===== src/rtl/core/avmd_pkg.sv =====
// shared types, constants and codes for the avi movi chunk demultiplexer
// used by every module of the block, depends on nothing

package avmd_pkg;

   // fixed field widths
   localparam int unsigned WORD_W     = 32;
   localparam int unsigned BYTE_W     = 8;
   localparam int unsigned POS_W      = 33;
   localparam int unsigned STATUS_W   = 2;
   localparam int unsigned CSR_IDX_W  = 1;

   // defaults handed to the top level parameters
   localparam int unsigned SIZE_BITS_DEFAULT  = 32;
   localparam int unsigned FIFO_DEPTH_DEFAULT = 4;

   // configuration register indexes
   localparam logic [CSR_IDX_W-1:0] CSR_MOVIE_LIST_SIZE = 1'b0;
   localparam logic [CSR_IDX_W-1:0] CSR_MAX_CHUNK_BYTES = 1'b1;

   // register reset values
   localparam logic [WORD_W-1:0] MOVIE_LIST_SIZE_RESET = 32'd0;
   localparam logic [WORD_W-1:0] MAX_CHUNK_BYTES_RESET = 32'd65536;

   // little-endian four-character chunk ids
   localparam logic [WORD_W-1:0] ID_VIDEO_COMPRESSED = 32'h6364_3030; // 00dc
   localparam logic [WORD_W-1:0] ID_VIDEO_BITMAP     = 32'h6264_3030; // 00db
   localparam logic [WORD_W-1:0] ID_AUDIO            = 32'h6277_3130; // 01wb
   localparam logic [WORD_W-1:0] ID_LIST             = 32'h5453_494C; // LIST

   // saturation point of the list position
   localparam logic [POS_W-1:0] POS_MAX = {POS_W{1'b1}};

   // input kinds
   localparam logic KIND_BYTE   = 1'b0;
   localparam logic KIND_REWIND = 1'b1;

   // stream kinds
   localparam logic STREAM_VIDEO = 1'b0;
   localparam logic STREAM_AUDIO = 1'b1;

   // result status codes
   localparam logic [STATUS_W-1:0] STATUS_PAYLOAD   = 2'd0;
   localparam logic [STATUS_W-1:0] STATUS_TOO_LARGE = 2'd1;
   localparam logic [STATUS_W-1:0] STATUS_EMPTY     = 2'd2;
   localparam logic [STATUS_W-1:0] STATUS_END_ONLY  = 2'd3;

   // parser phases
   typedef enum logic [2:0] {
      PHASE_ID      = 3'd0,
      PHASE_SIZE    = 3'd1,
      PHASE_LTYPE   = 3'd2,
      PHASE_PAYLOAD = 3'd3,
      PHASE_SKIP    = 3'd4,
      PHASE_PAD     = 3'd5
   } phase_type;

   // input item
   typedef struct packed {
      logic              kind;
      logic [BYTE_W-1:0] data_byte;
   } req_item_type;

   // result item
   typedef struct packed {
      logic [STATUS_W-1:0] status;
      logic [BYTE_W-1:0]   payload_byte;
      logic                stream_kind;
      logic [WORD_W-1:0]   chunk_length;
      logic                last_of_chunk;
      logic [WORD_W-1:0]   video_frame_index;
      logic                movie_end;
   } rsp_item_type;

endpackage


===== src/rtl/core/avmd_parser.sv =====
// front part: accepts movi list bytes, walks the chunk structure, builds results
// depends on avmd_pkg

module avmd_parser #(
   parameter int unsigned SIZE_BITS = avmd_pkg::SIZE_BITS_DEFAULT
) (
   input  logic                               clock,
   input  logic                               reset,
   input  logic                               csr_we,
   input  logic [avmd_pkg::CSR_IDX_W-1:0]     csr_index,
   input  logic [avmd_pkg::WORD_W-1:0]        csr_wdata,
   input  logic                               item_valid,
   input  avmd_pkg::req_item_type             item,
   output logic                               res_valid,
   output avmd_pkg::rsp_item_type             res
);
   import avmd_pkg::*;

   localparam logic [WORD_W-1:0] SIZE_MASK = WORD_W'((64'd1 << SIZE_BITS) - 64'd1);

   // configuration registers
   logic [WORD_W-1:0] movie_list_size_ff, movie_list_size_in;
   logic [WORD_W-1:0] max_chunk_ff, max_chunk_in;

   // parse state
   phase_type          phase_ff, phase_in;
   logic [1:0]         field_count_ff, field_count_in;
   logic [WORD_W-1:0]  id_ff, id_in;
   logic [WORD_W-1:0]  size_ff, size_in;
   logic [SIZE_BITS-1:0] remaining_ff, remaining_in;
   logic               stream_ff, stream_in;
   logic [POS_W-1:0]   position_ff, position_in;
   logic [WORD_W-1:0]  vid_count_ff, vid_count_in;
   logic               halted_ff, halted_in;
   logic               finished_ff, finished_in;

   // decode
   logic               rewind, step, at_bound, end_drop, work, field_last;
   logic [WORD_W-1:0]  size_shift, size_masked, frame_idx;
   logic               size_zero, too_large, is_list, is_vid, is_aud, is_stream;
   logic [SIZE_BITS-1:0] rem_dec;
   logic               rem_last, odd;
   logic [POS_W-1:0]   pos_inc;
   logic               pos_ge, pos_ge_next;
   logic               chunk_bound, bound_res, end_hit;

   // configuration writes
   always_comb begin
      movie_list_size_in = movie_list_size_ff;
      max_chunk_in       = max_chunk_ff;
      if (csr_we) begin
         case (csr_index)
            CSR_MOVIE_LIST_SIZE: movie_list_size_in = csr_wdata;
            CSR_MAX_CHUNK_BYTES: max_chunk_in       = csr_wdata;
            default: ;
         endcase
      end
   end

   // shared decode of the current byte
   always_comb begin
      rewind     = item_valid && (item.kind == KIND_REWIND);
      step       = item_valid && (item.kind == KIND_BYTE) && !halted_ff && !finished_ff;
      at_bound   = (phase_ff != PHASE_SIZE) && (phase_ff != PHASE_LTYPE) &&
                   (phase_ff != PHASE_PAYLOAD) && (phase_ff != PHASE_SKIP) &&
                   (phase_ff != PHASE_PAD) && (field_count_ff == 2'd0);
      pos_ge     = position_ff >= {1'b0, movie_list_size_ff};
      end_drop   = step && at_bound && pos_ge;
      work       = step && !end_drop;
      field_last = field_count_ff == 2'd3;
      size_shift  = {item.data_byte, size_ff[WORD_W-1:BYTE_W]};
      size_masked = size_shift & SIZE_MASK;
      size_zero   = size_masked == '0;
      too_large   = size_masked > max_chunk_ff;
      is_list     = id_ff == ID_LIST;
      is_vid      = (id_ff == ID_VIDEO_COMPRESSED) || (id_ff == ID_VIDEO_BITMAP);
      is_aud      = id_ff == ID_AUDIO;
      is_stream   = is_vid || is_aud;
      rem_dec     = remaining_ff - SIZE_BITS'(1);
      rem_last    = remaining_ff == SIZE_BITS'(1);
      odd         = size_ff[0];
      pos_inc     = position_ff + POS_W'(position_ff != POS_MAX);
      pos_ge_next = pos_inc >= {1'b0, movie_list_size_ff};
      frame_idx   = (stream_ff == STREAM_AUDIO) ? vid_count_ff : vid_count_ff - 32'd1;

      // chunk ends at this byte, with or without a result of its own
      chunk_bound = 1'b0;
      bound_res   = 1'b0;
      case (phase_ff)
         PHASE_SIZE: begin
            if (field_last && !is_list && size_zero) begin
               if (!is_stream) begin
                  chunk_bound = 1'b1;
               end else if (!too_large) begin
                  chunk_bound = 1'b1;
                  bound_res   = 1'b1;
               end
            end
         end
         PHASE_LTYPE:   chunk_bound = field_last;
         PHASE_PAYLOAD: begin
            chunk_bound = rem_last && !odd;
            bound_res   = rem_last && !odd;
         end
         PHASE_SKIP:    chunk_bound = rem_last && !odd;
         PHASE_PAD:     chunk_bound = 1'b1;
         default:       chunk_bound = 1'b0;
      endcase
      end_hit = work && chunk_bound && pos_ge_next;
   end

   // next phase
   always_comb begin
      phase_in = phase_ff;
      if (rewind) begin
         phase_in = PHASE_ID;
      end else if (work) begin
         case (phase_ff)
            PHASE_SIZE: begin
               if (field_last) begin
                  if (is_list) begin
                     phase_in = PHASE_LTYPE;
                  end else if (is_stream) begin
                     if (!too_large) phase_in = size_zero ? PHASE_ID : PHASE_PAYLOAD;
                  end else begin
                     phase_in = size_zero ? PHASE_ID : PHASE_SKIP;
                  end
               end
            end
            PHASE_LTYPE: begin
               if (field_last) phase_in = PHASE_ID;
            end
            PHASE_PAYLOAD, PHASE_SKIP: begin
               if (rem_last) phase_in = odd ? PHASE_PAD : PHASE_ID;
            end
            PHASE_PAD: phase_in = PHASE_ID;
            default:   phase_in = field_last ? PHASE_SIZE : PHASE_ID;
         endcase
      end
   end

   // datapath and result
   always_comb begin
      field_count_in = field_count_ff;
      id_in          = id_ff;
      size_in        = size_ff;
      remaining_in   = remaining_ff;
      stream_in      = stream_ff;
      position_in    = position_ff;
      vid_count_in   = vid_count_ff;
      halted_in      = halted_ff;
      finished_in    = finished_ff;
      res_valid      = 1'b0;
      res            = '0;

      if (rewind) begin
         field_count_in = '0;
         id_in          = '0;
         size_in        = '0;
         remaining_in   = '0;
         stream_in      = STREAM_VIDEO;
         position_in    = '0;
         vid_count_in   = '0;
         halted_in      = 1'b0;
         finished_in    = 1'b0;
      end else if (end_drop) begin
         // byte arriving past the end of the list
         finished_in           = 1'b1;
         res_valid             = 1'b1;
         res.status            = STATUS_END_ONLY;
         res.video_frame_index = vid_count_ff;
         res.movie_end         = 1'b1;
      end else if (work) begin
         position_in = pos_inc;
         case (phase_ff)
            PHASE_SIZE: begin
               size_in = size_shift;
               if (!field_last) begin
                  field_count_in = field_count_ff + 2'd1;
               end else begin
                  field_count_in = '0;
                  size_in        = size_masked;
                  if (!is_list) begin
                     remaining_in = size_masked[SIZE_BITS-1:0];
                  end
                  if (is_stream) begin
                     stream_in = is_aud ? STREAM_AUDIO : STREAM_VIDEO;
                     if (too_large) begin
                        halted_in             = 1'b1;
                        res_valid             = 1'b1;
                        res.status            = STATUS_TOO_LARGE;
                        res.stream_kind       = is_aud ? STREAM_AUDIO : STREAM_VIDEO;
                        res.chunk_length      = size_masked;
                        res.video_frame_index = vid_count_ff;
                     end else begin
                        if (is_vid) vid_count_in = vid_count_ff + 32'd1;
                        if (size_zero) begin
                           res_valid             = 1'b1;
                           res.status            = STATUS_EMPTY;
                           res.stream_kind       = is_aud ? STREAM_AUDIO : STREAM_VIDEO;
                           res.video_frame_index = vid_count_ff;
                        end
                     end
                  end
               end
            end
            PHASE_LTYPE: begin
               field_count_in = field_last ? 2'd0 : field_count_ff + 2'd1;
            end
            PHASE_PAYLOAD: begin
               remaining_in          = rem_dec;
               res_valid             = 1'b1;
               res.status            = STATUS_PAYLOAD;
               res.payload_byte      = item.data_byte;
               res.stream_kind       = stream_ff;
               res.chunk_length      = size_ff;
               res.last_of_chunk     = rem_last;
               res.video_frame_index = frame_idx;
            end
            PHASE_SKIP: begin
               remaining_in = rem_dec;
            end
            PHASE_PAD: begin
               field_count_in = '0;
            end
            default: begin
               id_in          = {item.data_byte, id_ff[WORD_W-1:BYTE_W]};
               field_count_in = field_last ? 2'd0 : field_count_ff + 2'd1;
            end
         endcase

         // end of list seen at a chunk boundary
         if (end_hit) begin
            finished_in = 1'b1;
            if (bound_res) begin
               res.movie_end = 1'b1;
            end else begin
               res_valid             = 1'b1;
               res                   = '0;
               res.status            = STATUS_END_ONLY;
               res.video_frame_index = vid_count_ff;
               res.movie_end         = 1'b1;
            end
         end
      end
   end

   // control registers
   always_ff @(posedge clock) begin
      if (reset) begin
         movie_list_size_ff <= MOVIE_LIST_SIZE_RESET;
         max_chunk_ff       <= MAX_CHUNK_BYTES_RESET;
         phase_ff           <= PHASE_ID;
         field_count_ff     <= '0;
         id_ff              <= '0;
         size_ff            <= '0;
         remaining_ff       <= '0;
         stream_ff          <= STREAM_VIDEO;
         position_ff        <= '0;
         vid_count_ff       <= '0;
         halted_ff          <= 1'b0;
         finished_ff        <= 1'b0;
      end else begin
         movie_list_size_ff <= movie_list_size_in;
         max_chunk_ff       <= max_chunk_in;
         phase_ff           <= phase_in;
         field_count_ff     <= field_count_in;
         id_ff              <= id_in;
         size_ff            <= size_in;
         remaining_ff       <= remaining_in;
         stream_ff          <= stream_in;
         position_ff        <= position_in;
         vid_count_ff       <= vid_count_in;
         halted_ff          <= halted_in;
         finished_ff        <= finished_in;
      end
   end

`ifndef SYNTH
   // an oversize stream chunk halts the parser
   assert property (@(posedge clock) disable iff (reset)
      (res_valid && res.status == STATUS_TOO_LARGE) |=> halted_ff)
      else $error("oversize chunk did not halt the parser");

   // an end result always marks the list finished
   assert property (@(posedge clock) disable iff (reset)
      (res_valid && res.movie_end) |=> finished_ff)
      else $error("end of list not recorded");

   // nothing comes out of a halted or finished parser
   assert property (@(posedge clock) disable iff (reset)
      (halted_ff || finished_ff) |-> !res_valid)
      else $error("result produced while halted or finished");
`endif

endmodule


===== src/rtl/core/avmd_queue.sv =====
// back part: short result queue between the parser and the result port
// depends on avmd_pkg

module avmd_queue #(
   parameter int unsigned FIFO_DEPTH = avmd_pkg::FIFO_DEPTH_DEFAULT
) (
   input  logic                    clock,
   input  logic                    reset,
   input  logic                    push,
   input  avmd_pkg::rsp_item_type  push_data,
   output logic                    full,
   output logic                    empty,
   input  logic                    pop,
   output avmd_pkg::rsp_item_type  pop_data
);
   import avmd_pkg::*;

   localparam int unsigned PTR_W = (FIFO_DEPTH > 1) ? $clog2(FIFO_DEPTH) : 1;
   localparam int unsigned CNT_W = $clog2(FIFO_DEPTH + 1);
   localparam logic [PTR_W-1:0] PTR_LAST = PTR_W'(FIFO_DEPTH - 1);
   localparam logic [CNT_W-1:0] CNT_FULL = CNT_W'(FIFO_DEPTH);

   rsp_item_type      entries [FIFO_DEPTH];
   logic [PTR_W-1:0]  wr_ptr_ff, wr_ptr_in;
   logic [PTR_W-1:0]  rd_ptr_ff, rd_ptr_in;
   logic [CNT_W-1:0]  count_ff, count_in;
   logic              do_push, do_pop;

   // transfer qualification and pointer update
   always_comb begin
      full      = count_ff == CNT_FULL;
      empty     = count_ff == '0;
      do_push   = push && !full;
      do_pop    = pop && !empty;
      wr_ptr_in = wr_ptr_ff;
      rd_ptr_in = rd_ptr_ff;
      count_in  = count_ff;
      if (do_push) wr_ptr_in = (wr_ptr_ff == PTR_LAST) ? '0 : wr_ptr_ff + PTR_W'(1);
      if (do_pop)  rd_ptr_in = (rd_ptr_ff == PTR_LAST) ? '0 : rd_ptr_ff + PTR_W'(1);
      if (do_push && !do_pop) count_in = count_ff + CNT_W'(1);
      if (do_pop && !do_push) count_in = count_ff - CNT_W'(1);
      pop_data = entries[rd_ptr_ff];
   end

   // entry storage
   always_ff @(posedge clock) begin
      if (do_push) entries[wr_ptr_ff] <= push_data;
   end

   // pointers and fill count
   always_ff @(posedge clock) begin
      if (reset) begin
         wr_ptr_ff <= '0;
         rd_ptr_ff <= '0;
         count_ff  <= '0;
      end else begin
         wr_ptr_ff <= wr_ptr_in;
         rd_ptr_ff <= rd_ptr_in;
         count_ff  <= count_in;
      end
   end

`ifndef SYNTH
   // fill count stays within the depth
   assert property (@(posedge clock) disable iff (reset)
      count_ff <= CNT_FULL)
      else $error("queue fill count out of range");

   // the parser never offers a result into a full queue
   assert property (@(posedge clock) disable iff (reset)
      full |-> !push)
      else $error("result pushed into full queue");

   // a lone pop frees exactly one entry
   assert property (@(posedge clock) disable iff (reset)
      (do_pop && !do_push) |=> count_ff == $past(count_ff) - CNT_W'(1))
      else $error("pop did not free one entry");
`endif

endmodule


===== src/rtl/core/avi_movi_chunk_demuxer_top.sv =====
// Results: a result enters the result queue and reaches rsp_data at its head.
// Throughput: one byte or rewind per cycle, sustained; the parser takes every byte
// in one pass and only stops when the result queue (FIFO_DEPTH entries) is full.
// Reset: synchronous, active high; clears parse state and queue, loads the
// register defaults (list size 0, largest chunk 65536). A rewind keeps the registers.
// Depends on avmd_pkg, avmd_parser and avmd_queue.

module avi_movi_chunk_demuxer_top #(
   parameter int unsigned SIZE_BITS  = avmd_pkg::SIZE_BITS_DEFAULT,
   parameter int unsigned FIFO_DEPTH = avmd_pkg::FIFO_DEPTH_DEFAULT
) (
   input  logic                            clock,
   input  logic                            reset,
   input  logic                            csr_we,
   input  logic [avmd_pkg::CSR_IDX_W-1:0]  csr_index,
   input  logic [avmd_pkg::WORD_W-1:0]     csr_wdata,
   input  logic                            req_push,
   output logic                            req_full,
   input  avmd_pkg::req_item_type          req_data,
   output logic                            rsp_empty,
   input  logic                            rsp_pop,
   output avmd_pkg::rsp_item_type          rsp_data
);
   import avmd_pkg::*;

   logic         item_valid;
   logic         res_valid;
   rsp_item_type res;

   // input transfer
   assign item_valid = req_push && !req_full;

   // front: chunk parser
   avmd_parser #(
      .SIZE_BITS (SIZE_BITS)
   ) u_parser (
      .clock      (clock),
      .reset      (reset),
      .csr_we     (csr_we),
      .csr_index  (csr_index),
      .csr_wdata  (csr_wdata),
      .item_valid (item_valid),
      .item       (req_data),
      .res_valid  (res_valid),
      .res        (res)
   );

   // back: result queue
   avmd_queue #(
      .FIFO_DEPTH (FIFO_DEPTH)
   ) u_queue (
      .clock     (clock),
      .reset     (reset),
      .push      (res_valid),
      .push_data (res),
      .full      (req_full),
      .empty     (rsp_empty),
      .pop       (rsp_pop),
      .pop_data  (rsp_data)
   );

endmodule

===== config.mk =====
export PLATFORM = sky130hd
export DESIGN_NAME = avi_movi_chunk_demuxer_top
export DESIGN_NICKNAME = d
export VERILOG_FILES = /design/src/rtl/core/avmd_pkg.sv /design/src/rtl/core/avmd_parser.sv /design/src/rtl/core/avmd_queue.sv /design/src/rtl/core/avi_movi_chunk_demuxer_top.sv
export SDC_FILE = /design/constraint.sdc
export NUM_CORES = 1
export LEC_CHECK = 0
export BUFFER_PORTS_ARGS = -buffer_cell sky130_fd_sc_hd__clkbuf_2
export CAP_MARGIN = 0
export CORE_MARGIN = 10
export CORE_UTILIZATION = 56
export CTS_CLUSTER_SIZE = 30
export DETAILED_ROUTE_END_ITERATION = 10
export PLACE_DENSITY = 0.77
export RECOVER_POWER = 50
export SLEW_MARGIN = 20
export SYNTH_ARGS = -nofsm -noshare
export SYNTH_HDL_FRONTEND = slang
export SYNTH_SLANG_ARGS = --single-unit
export TNS_END_PERCENT = 10

===== constraint.sdc =====
create_clock -name clock -period 7.3 [get_ports clock]
set_input_delay 0.365 -clock clock [delete_from_list [all_inputs] [get_ports clock]]
set_output_delay 0.365 -clock clock [all_outputs]
set_load 0.1 [all_outputs]

==> impl_table.tex <==
\begin{tabular}{lr}
\hline
Metric & Value \\
\hline
\multicolumn{2}{l}{\textbf{Layout}} \\
Share of cells above drive strength 1 & 0.103 \\
Commonest non-fill, non-tap cell in the layout & edfxtp\_1 \\
Most used cells in the layout excluding fill and tap cells & edfxtp\_1 (308), nand2\_1 (295), dfxtp\_1 (241), nor2\_1 (211), a21oi\_1 (197) \\
Area taken by multi-input logic gates & 0.0111 mm2 \\
Filler cell count & between 3000 and 4000 \\
Final net count & $\sim$2600 \\
Signed area change from the synthesized netlist to the final layout & 11.2\% \\
Area taken by flip-flops and latches & around 0.014 mm2 \\
\multicolumn{2}{l}{\textbf{CTS}} \\
Clock transition at the register clock pins on the worst setup and hold paths after CTS & 60 ps \\
CTS tree & yes \\
CTS Buf Count & 54 \\
H-tree Lvls & 2 \\
Longest Clk Path Bufs & 3 \\
Clock tree root driver cell & clkbuf\_16 \\
Count of clock tree sinks & between 500 and 600 \\
Worst-skew pair later-pin latency & $\sim$630 ps \\
Count of buffers added by post-CTS timing repair for setup & 0 \\
\multicolumn{2}{l}{\textbf{Yosys}} \\
Post-synth design cell area & around 0.026 mm2 \\
Library cell occupying the most area in the post-synthesis netlist & edfxtp\_1 \\
Synth Area per Inst & roughly 11 um2 \\
Synthesized instance count & about 2400 \\
Largest cells by area after synthesis & edfxtp\_1 (35\%), dfxtp\_1 (19\%), mux4\_2 (6.6\%) \\
Part of the Yosys area used for sequential elements & 0.540 \\
Number of library cell types mapped by synthesis & about 80 \\
Proportion of synthesized flip-flops having asynchronous set or reset & 0 \\
Leading register cell type out of synthesis & edfxtp\_1 \\
Share of the synthesized area in the top cell type & 0.355 \\
Count of synthesis-stage warnings from yosys & 0 \\
Number of synthesized flops with an enable pin & 308 \\
Synth Net Count & about 2500 \\
Flops \& latches, synth & 550 \\
\multicolumn{2}{l}{\textbf{STA}} \\
Clock period minus worst slack & roughly 6800 ps \\
Least-Margin Pin Slew & roughly 2900 ps \\
Achievable frequency & 0.147 GHz \\
Total Neg Setup Slack & 0 ps \\
Final number of setup-violating endpoints & 0 \\
Worst clock skew on the final layout & around 40 ps \\
Final number of max-transition violations & 296 \\
Tcrit/Tclk final & 0.930 \\
RSZ-0062 raised after global routing & no \\
Tightest slew margin relative to the limit & -0.953 \\
Final count of hold timing violations & 0 \\
\multicolumn{2}{l}{\textbf{Global route}} \\
Global-route wire length before repair & approximately 100000 um \\
Vias in the first global route & around 19000 \\
Largest net degree at the start of global routing & 108 \\
Initial antenna violation count & 0 \\
Aggregate global routing overflow & 0 \\
GRT Util Overall & 0.228 \\
\multicolumn{2}{l}{\textbf{Drt}} \\
Aggregate routed wire length & between 60000 and 70000 um \\
Total number of vias & 19300 \\
Detail Route Antenna Nets & 0 \\
Router iterations before antenna repair & 8 \\
Via density & 6.21 \\
Routed length per placed instance & about 21 um \\
1st-iter DRT viols & roughly 1900 \\
Drt drc & 0 \\
\multicolumn{2}{l}{\textbf{Run status}} \\
Violated checks & capacitance limit, slew limit \\
Outcome & finished with violations \\
\multicolumn{2}{l}{\textbf{Power}} \\
Internal portion of total power & roughly 5 mW \\
Power density cells & roughly 220 mW/mm2 \\
Worst IR drop on VDD & $\sim$0.19 mV \\
Sequential power share & 0.506 \\
Clock share of power & 0.440 \\
Sw Share & 0.229 \\
Part of the total power dissipated in combinational logic & 0.054 \\
Final total power & between 6 and 7 mW \\
Total leakage power & 9.76 nW \\
Switching power of the nets & approximately 1.5 mW \\
\multicolumn{2}{l}{\textbf{Floorplanning}} \\
Starting density of the core & 0.564 \\
Top-level I/O count & 126 \\
Core region area & 0.0463 mm2 \\
Area of the die & between 0.05 and 0.06 mm2 \\
Count of standard-cell rows & a little under 80 \\
Horizontal die dimension & $\sim$240 um \\
Chip height & 236 um \\
\multicolumn{2}{l}{\textbf{Setup path}} \\
Largest stage delay on the critical path & $\sim$440 ps \\
Setup crit start kind & flip-flop \\
Worst-path maximum fanout & 9 \\
Most used cell, CP & ha\_1 \\
Worst setup EP type & flip-flop \\
Worst path required time & about 8000 ps \\
Kind of critical path & flip-flop to flip-flop \\
Cell with the largest stage delay on the worst path & dfxtp\_1 \\
Critical path data arrival time & around 7300 ps \\
\multicolumn{2}{l}{\textbf{Job}} \\
Number of violations of the max-capacitance limit & 7 \\
\multicolumn{2}{l}{\textbf{Place}} \\
Count of port buffers added during placement & approximately 130 \\
Routability-driven placement congestion ratio & between 0.9 and 1 \\
Final HPWL from detailed placement & 43000 um \\
\multicolumn{2}{l}{\textbf{Worst hold path}} \\
Class of the tightest hold or removal check & input pin to flip-flop \\
\hline
\end{tabular}
==> per-stage QoR <==
stage	cell area, um2	utilization	setup slack, ps	instances	hold WS [ps]
6_report	29000	0.627	513	3112	20.8
5_1_grt	29000	0.627	81.5	3111	8.40
4_1_cts	29200	0.631	539	3110	0.609
3_5_place_dp	27200	0.588	639	2994	448
3_3_place_gp	27200	0.588	730	2994	445
2_1_floorplan	26100	-	498	2379	436
==> flip-flops by register name, indices dropped and copies added, names as in the netlist, named ones only <==
| name | count |
|---|---|
| u_queue.wr_ptr_ff | 2 |
| u_parser.size_ff | 32 |
| u_parser.halted_ff | 1 |
| u_parser.max_chunk_ff | 32 |
| u_parser.field_count_ff | 2 |
| u_parser.phase_ff | 3 |
| u_parser.stream_ff | 1 |
| u_parser.movie_list_size_ff | 32 |
| u_parser.position_ff | 33 |
| u_parser.vid_count_ff | 32 |
| u_parser.id_ff | 32 |
| u_queue.entries | 308 |
| u_queue.rd_ptr_ff | 2 |
| u_parser.finished_ff | 1 |
| u_parser.remaining_ff | 32 |
| u_queue.count_ff | 3 |
==> cell type report <==
cell class / instances / share of cell area
sequential: 550 / 0.486
antenna: 1 / 0.0000863
timing repair buffer: 161 / 0.0294
clock buffer: 61 / 0.0482
multi-input combinational: 1596 / 0.383
clock inverter: 41 / 0.0150
inverter: 95 / 0.0123
tap: 607 / 0.0262
==> logic make-up (layout without fill, tap and decap cells) <==
kind of cell / count (synthesis) / count (layout) / synth area share
AND/OR/NAND/NOR: 834 / 834 / 0.151
multiplexers: 147 / 147 / 0.0936
other: 0 / 1 / 0
AO/OA/AOI/OAI: 423 / 423 / 0.100
adder cells (fa/ha/maj): 112 / 112 / 0.0540
flip-flops: 550 / 550 / 0.540
XOR/XNOR: 80 / 80 / 0.0269
buffers and inverters: 233 / 358 / 0.0344
==> power by group through the flow <==
stage / Combinational (mW) / Sequential, mW / Clock [mW]
after floorplan: 0.246 / 3.34 / 0
final: 0.351 / 3.28 / 2.86
after CTS: 0.351 / 3.28 / 2.89
after global placement: 0.336 / 3.34 / 0
after detailed placement: 0.343 / 3.35 / 0
after global routing: 0.383 / 3.28 / 3.01
==> path summary, 6_finish.rpt <==
check | startpoint | to | slack, ps | depth (start not counted)
setup / recovery | u_parser.position_ff[27] | u_queue.count_ff[2] | 510 | 29
hold / removal | csr_wdata[11] | u_parser.max_chunk_ff[11] | 20 | 3
setup reg to reg | u_parser.position_ff[27] | u_queue.count_ff[2] | 510 | 29
hold reg to reg | u_parser.max_chunk_ff[4] | u_parser.max_chunk_ff[4] | 450 | 2
==> per-layer routing <==
layer,track usage,vias to the layer above,wire length [um]
met5,0,-,0
met4,0.0818,0,2260
met3,0.0435,199,4860
met2,0.366,820,30600
met1,0.303,9409,27600
li1,-,8899,-
==> repair_timing <==
action / 4_1_cts / 5_1_grt
setup endpoints to repair: 0 / 1
gates resized for setup: 0 / 1
hold buffers: 14 / 0
endpoints found under the hold margin: 22 / 0
==> critical path: cells and delay by family (launching register included) <==
kind,cells,cell delay [ps]
buffers and inverters,3,390
DFF,1,440
xor gates and xnor gates,2,310
and+or+nand+nor,11,1940
AOI/OAI and AO/OA,8,2120
adders and majority gates,5,1480
==> Yosys cell counts, types with 18 or more instances <==
library cell,instances
edfxtp_1,308
nand2_1,295
dfxtp_1,242
nor2_1,211
a21oi_1,198
clkbuf_1,113
ha_1,111
inv_1,94
mux4_2,77
o21ai_0,76
mux2i_1,69
nand3_1,61
nand4_1,46
nor3_1,44
xnor2_1,44
nor4_1,36
xor2_1,36
or3_1,29
and3_1,24
a22oi_1,21
o31ai_1,18
No activity file was read; power rests on OpenSTA's default activity.
